### config.mk
export PLATFORM = sky130hd
export DESIGN_NAME = fdtd_cfg
export DESIGN_NICKNAME = d
export VERILOG_FILES = /design/src/fdtd_pkg.sv /design/src/fdtd_cfg.sv
export SDC_FILE = /design/constraint.sdc
export NUM_CORES = 1
export LEC_CHECK = 0
export BUFFER_PORTS_ARGS = -buffer_cell sky130_fd_sc_hd__buf_2
export CAP_MARGIN = 40
export CELL_PAD_IN_SITES_DETAIL_PLACEMENT = 1
export CELL_PAD_IN_SITES_GLOBAL_PLACEMENT = 2
export CORE_MARGIN = 10
export CORE_UTILIZATION = 29
export DETAILED_ROUTE_END_ITERATION = 8
export PLACE_DENSITY = 0.79
export SYNTH_ARGS = -nofsm -noshare
export SYNTH_HDL_FRONTEND = slang
export SYNTH_SLANG_ARGS = --single-unit
### constraint.sdc
create_clock -name clk -period 1.5 [get_ports clk]
set_clock_uncertainty 0.2 [all_clocks]
set_input_delay 0 -clock clk [delete_from_list [all_inputs] [get_ports clk]]
set_output_delay 0 -clock clk [all_outputs]
set_load 0.03 [all_outputs]
### src/fdtd_pkg.sv
// ----------------------------------------------------------------------------
// fdtd_pkg: shared types and constants of the 2D FDTD E-field update core
// Field and coefficient formats, register map, cell and pipeline structs.
// ----------------------------------------------------------------------------
package fdtd_pkg;

  // Field format: signed Q16.16.
  localparam int FIELD_W    = 32;
  // Line buffer depth and its address width.
  localparam int LINE_DEPTH = 1024;
  localparam int LINE_AW    = $clog2(LINE_DEPTH);
  // Grid position counters and extent registers.
  localparam int POS_W      = 10;
  localparam int EXT_W      = 11;
  localparam int MARGIN_W   = 6;
  localparam int MAX_EXTENT = 1024;
  // Coefficient format: unsigned Q12.20.
  localparam int COEF_W     = 32;
  localparam int FRAC_SHIFT = 20;

  // Datapath widths: difference magnitude, product, rounded term, sum.
  localparam int MAG_W  = FIELD_W + 1;
  localparam int PROD_W = MAG_W + COEF_W;
  localparam int RND_W  = PROD_W - FRAC_SHIFT;
  localparam int TERM_W = RND_W + 1;
  localparam int SUM_W  = TERM_W + 2;

  // Scaled terms of the three update equations.
  localparam int NUM_TERMS  = 7;
  localparam int TERM_IDX_W = $clog2(NUM_TERMS);
  localparam logic [TERM_IDX_W-1:0] T_X_CURL  = 3'd0;  // Cy * (Hz - Hz left)
  localparam logic [TERM_IDX_W-1:0] T_X_CUR   = 3'd1;  // Cj * Jx
  localparam logic [TERM_IDX_W-1:0] T_Y_CURL  = 3'd2;  // Cx * (Hz - Hz above)
  localparam logic [TERM_IDX_W-1:0] T_Y_CUR   = 3'd3;  // Cj * Jy
  localparam logic [TERM_IDX_W-1:0] T_Z_CURLY = 3'd4;  // Cx * (Hy - Hy above)
  localparam logic [TERM_IDX_W-1:0] T_Z_CURLX = 3'd5;  // Cy * (Hx - Hx left)
  localparam logic [TERM_IDX_W-1:0] T_Z_CUR   = 3'd6;  // Cj * Jz

  // APB register map, one 32-bit word per register.
  localparam int APB_AW    = 5;
  localparam int APB_DW    = 32;
  localparam int REG_IDX_W = APB_AW - 2;
  localparam logic [REG_IDX_W-1:0] REG_ROWS   = 3'd0;
  localparam logic [REG_IDX_W-1:0] REG_COLS   = 3'd1;
  localparam logic [REG_IDX_W-1:0] REG_MARGIN = 3'd2;
  localparam logic [REG_IDX_W-1:0] REG_CX     = 3'd3;
  localparam logic [REG_IDX_W-1:0] REG_CY     = 3'd4;
  localparam logic [REG_IDX_W-1:0] REG_CJ     = 3'd5;

  localparam logic [EXT_W-1:0] ROWS_RESET = 11'd256;
  localparam logic [EXT_W-1:0] COLS_RESET = 11'd256;

  typedef logic signed [FIELD_W-1:0] field_t;

  // One grid cell; ex_in sits in the lowest bits.
  typedef struct packed {
    field_t jz;
    field_t jy;
    field_t jx;
    field_t hz;
    field_t hy;
    field_t hx;
    field_t ez;
    field_t ey;
    field_t ex;
  } cell_t;

  typedef struct packed {
    logic [EXT_W-1:0]    rows;
    logic [EXT_W-1:0]    cols;
    logic [MARGIN_W-1:0] margin;
    logic [COEF_W-1:0]   cx;
    logic [COEF_W-1:0]   cy;
    logic [COEF_W-1:0]   cj;
  } cfg_t;

  // Which fields of a cell get updated, and the frame end mark.
  typedef struct packed {
    logic x;
    logic y;
    logic z;
    logic last;
  } upd_t;

  // Cell with its neighbor values, as handed from the front end.
  typedef struct packed {
    cell_t  site;
    field_t hz_left;
    field_t hx_left;
    field_t hz_up;
    field_t hy_up;
    upd_t   upd;
  } nbr_t;

endpackage

### src/fdtd_cfg.sv
// ----------------------------------------------------------------------------
// fdtd_cfg: APB configuration registers
// Grid extents, margin and the three update coefficients.
// ----------------------------------------------------------------------------
module fdtd_cfg import fdtd_pkg::*; (
  input  logic              clk,
  input  logic              rst,
  input  logic              psel,
  input  logic              penable,
  input  logic              pwrite,
  input  logic [APB_AW-1:0] paddr,
  input  logic [APB_DW-1:0] pwdata,
  output logic [APB_DW-1:0] prdata,
  output logic              pready,
  output cfg_t              cfg
);

  logic                 wr;
  logic [REG_IDX_W-1:0] idx;

  assign pready = 1'b1;
  assign wr     = psel & penable & pwrite;
  assign idx    = paddr[APB_AW-1:2];

  // Register writes; unknown indexes are ignored.
  always_ff @(posedge clk) begin
    if (rst) begin
      cfg.rows   <= ROWS_RESET;
      cfg.cols   <= COLS_RESET;
      cfg.margin <= '0;
      cfg.cx     <= '0;
      cfg.cy     <= '0;
      cfg.cj     <= '0;
    end else if (wr) begin
      case (idx)
        REG_ROWS:   cfg.rows   <= pwdata[EXT_W-1:0];
        REG_COLS:   cfg.cols   <= pwdata[EXT_W-1:0];
        REG_MARGIN: cfg.margin <= pwdata[MARGIN_W-1:0];
        REG_CX:     cfg.cx     <= pwdata[COEF_W-1:0];
        REG_CY:     cfg.cy     <= pwdata[COEF_W-1:0];
        REG_CJ:     cfg.cj     <= pwdata[COEF_W-1:0];
        default: ;
      endcase
    end
  end

  // Read-back multiplexer.
  always_comb begin
    case (idx)
      REG_ROWS:   prdata = APB_DW'(cfg.rows);
      REG_COLS:   prdata = APB_DW'(cfg.cols);
      REG_MARGIN: prdata = APB_DW'(cfg.margin);
      REG_CX:     prdata = APB_DW'(cfg.cx);
      REG_CY:     prdata = APB_DW'(cfg.cy);
      REG_CJ:     prdata = APB_DW'(cfg.cj);
      default:    prdata = '0;
    endcase
  end

endmodule

**After elaboration in Yosys (flattened, before gate mapping)**

Index checks and enable logic that the tools add are counted.

- Output and inout port bits: 157
- Input bits: 42
- Logic and storage cells: 21
- Register bits: 124

- Mux-type cells: 1
- Equality and inequality tests: 5
- Bitwise operators: 2
- Reductions and logical operators: 7

Operators with widths:

| operator | number |
|---|---|
| $pmux 32 s6 | 1 |
| $reduce_and 2->1 | 6 |
| $eq 3x2->1 const B | 2 |
| $eq 3x3->1 const B | 2 |
| $eq 3x1->1 const B | 1 |
| $logic_not 3->1 | 1 |
| $and 1x1->1 | 2 |

**Depth between registers and ports, before layout**

- Depth after elaboration: 3
- Depth in mapped cells: 6
- Gate-level depth less buffers: 3

**Worst setup path after synthesis**

OpenSTA, ideal clock, no wires.

- Kind: register to output
- Start point: register cfg[103] in the netlist's numbering
- End point: output prdata[1]
- Stages on the path, launching flop included: 4
- Buffers on the path: 0
- Slack: 0.010 ns
- Arrival time: 1.290 ns
- Cells stage by stage: dfxtp_1 mux2_2 a22oi_1 a21oi_1

- Word-level cells in the longest chain between the ends: 1

RTL lines:

| element | RTL line | RTL |
|---|---|---|
| from (decl) | fdtd_cfg.sv:15 | `output cfg_t cfg` |
| $pmux 32 s6 | fdtd_cfg.sv:49 | `case (idx)` |
| to (decl) | fdtd_cfg.sv:13 | `output logic [APB_DW-1:0] prdata,` |

Every way passes these cells.

**Final worst setup path**

- Start point: register cfg[66] in the netlist's numbering
- End point: output prdata[2]

Same word-level chain as after synthesis.

==> results.cfg <==
[run_status]
status = finished, violations left
violations = setup timing

[hold_path]
hp-start = rst
min_to = cfg[114]$_SDFFE_PP0P_
hp-class = input pin to flop
hold_path_depth = 4

[worst_setup_path]
required_ns = 1.30
ff2ff_path_depth = 3
end_kind = output port
r2r-start = cfg[28]$_SDFFE_PP0P_
start_kind = flop
reg2reg_to = cfg[28]$_SDFFE_PP0P_
worstPathArrival_ns = 1.53
ff2ff_setup_slack_ns = 0.13
crit_path_max_fanout = 2
path_class = flop to output port

[floorplan]
die_w_um = 163
std_cell_rows = 52
fp.dieArea_um2 = 26600
die_h_um = 163
io_pins = 199
core_area_um2 = 20200
initial_core_util = 0.295

[routing]
drt-pass1-iter-count = 4
vias = 5890
wirelength_mm = 24.9
ant_nets = 0
wire_per_inst_um = 21.0
drt_iter0_drc = 271
drc_errors = 0
via_per_inst = 4.97

[clock_tree]
root_buffer = clkbuf_16
path_clk_slew_ns = 0.06
cts_tree = yes
clk_latency_ns = 0.41
htree_levels = 4
clk_path_buf_depth = 2
cts_num_sinks = 124
cts_buffers = 17

[grt]
grt_pass1_wl_mm = 38.2
grt_max_degree = 36
grtUsageTotal = 0.180
first_global_vias = 6423
grt_overflow_total = 0
antenna_found_initial = 1

[synthesis]
synth_seq_cells = 124
syn_area_um2 = 5940
avgSynthCellArea_um2 = 9.20
yosysWarningCount = 0
yosysUniqueCellTypes = 37
synth_nets = 688
async_flop_share = 0
synthCells = 646
synth-main-ff-cell = dfxtp_1
synth_edf_count = 0
ys_seq_area_frac = 0.418

[timing]
worst_slew_pin_slew_ns = 0.929
finalHoldViolCount = 0
setup_viol = 11
holdWs_ns = 0.0137
maxSlewHeadroom = 0.381
clock.fmax_mhz = 579
fin_ws_ns = -0.228
period_needed_ns = 1.73
slew_violations = 0
rsz0062_at_grt = true
post-route-period-util = 1.15

[final_layout]
multi_input_comb_area_um2 = 3220
reg.largest.list = cfg x124
num-nets-final = 944
syn_to_final_growth_pct = 49.3
drive_gt1_frac = 0.373
ff_latch_area_um2 = 2510
largest_register = cfg
largest_reg_flops = 124
fin_cells = 1184
fillCellCount = 2390

[power]
total_power_w = 0.00872
peakVddDrop_v = 0.000723
power.density_nw_per_um2 = 983
p_leak_nw = 4.14

[placed_design]
dpl.hpwl_mm = 16.7
placed_cells = 1095
port_buffers = 195
gp_congestion = 0.777
pre_cts_slack_ns = 0.0206

[job]
drv_cap = 0
-- area by class of cell --
cell class / instances / area share
antenna: 1 / 0.000282
clock buffer: 24 / 0.0566
clock inverter: 6 / 0.0150
inverter: 1 / 0.000423
multi-input combinational: 457 / 0.363
sequential: 124 / 0.283
tap: 270 / 0.0381
timing repair buffer: 301 / 0.244
-- worst max-delay path, cell delays in order, from the launching register on --
cell and delay, ns:
dfxtp_2 0.32, mux4_2 0.47, nand2_1 0.08, o21ai_1 0.06, buf_4 0.18
-- power by group --
group	switching [W]	internal, W	total [W]
clock network	0.00150	0.00299	0.00449
registers	0.0000209	0.00332	0.00334
logic	0.000517	0.000373	0.000890
total	0.00204	0.00668	0.00872
-- cell families (layout without fill, tap and decap cells) --
kind of cell    Yosys count  after routing  share of synthesized area
mux                     103            103                      0.178
compound gates          173            173                      0.169
buf+inv                  65            332                     0.0598
flops                   124            124                      0.418
other cells               1              2                   0.000631
simple gates            180            180                      0.175
-- how the worst max path moves through the flow --
stage,startpoint,to
after floorplan,cfg[103]$_SDFFE_PP0P_,prdata[1]
after global placement,paddr[2],cfg[98]$_SDFFE_PP0P_
after detailed placement,paddr[2],cfg[100]$_SDFFE_PP0P_
after CTS,cfg[66]$_SDFFE_PP0P_,prdata[2]
after global routing,cfg[66]$_SDFFE_PP0P_,prdata[2]
final,cfg[66]$_SDFFE_PP0P_,prdata[2]
-- timing repair --
action,in CTS,in global routing
setup buffers,7,0
hold buffers,47,3
endpoints found under the setup margin,11,110
endpoints found under the hold margin,124,11
cloned,0,2
resized for setup,45,21
pin swaps,9,3
-- synth_stat cells, types with 5 or more instances --
cell type  instances  share of area
nand2b_1          92          0.097
buf_2             20          0.017
a21oi_1           66          0.056
o21ai_0           64          0.054
nand3_1           64          0.054
buf_6              6          0.011
nand2_1            6         0.0038
clkbuf_1          24          0.015
buf_4             10          0.013
mux2_2            11          0.021
nor2_1             6         0.0038
mux2i_1           90           0.15
a22oi_1            7         0.0088
o2bb2ai_1         21          0.031
dfxtp_1          124           0.42
a221oi_1           5         0.0074
-- cells in the final DEF (no fill, tap or decap), types with 2 or more instances in the layout --
cell              n
mux2_2           10
a22oi_1           3
nand2b_1         91
nand2_1           5
o21ai_1           2
buf_4            48
nand3_1          64
clkbuf_16        19
a22oi_2           4
a21oi_2           2
nor2_2            2
buf_12           14
o2bb2ai_1        21
a221oi_2          5
a21oi_1          64
clkbuf_8          5
dfxtp_1         102
buf_2           181
mux2i_1          89
o21a_1            3
bufinv_16         4
dlygate4sd3_1    46
and2_4            2
o22ai_2           2
buf_6             5
dlymetal6s4s_1    3
nor2_1            6
dfxtp_2          22
o21ai_0          63
clkbuf_1          2
clkbuf_4          2
-- per-stage QoR --
step	setup TNS [ns]	util	instance area, µm²
2_1_floorplan	0	-	5940
3_3_place_gp	0	0.370	7460
3_5_place_dp	0	0.370	7460
4_1_cts	-2.28	0.434	8750
5_1_grt	-2.17	0.440	8870
6_report	-1.40	0.440	8870
-- layer usage --
metal,GRT usage,wire [µm],vias to the layer above
li1,-,-,2819
met1,0.222,11000,2896
met3,0.0375,1080,30
met5,0,0,-
met4,0.0619,481,0
met2,0.305,12300,145
Power figures use the tool's default switching activity.
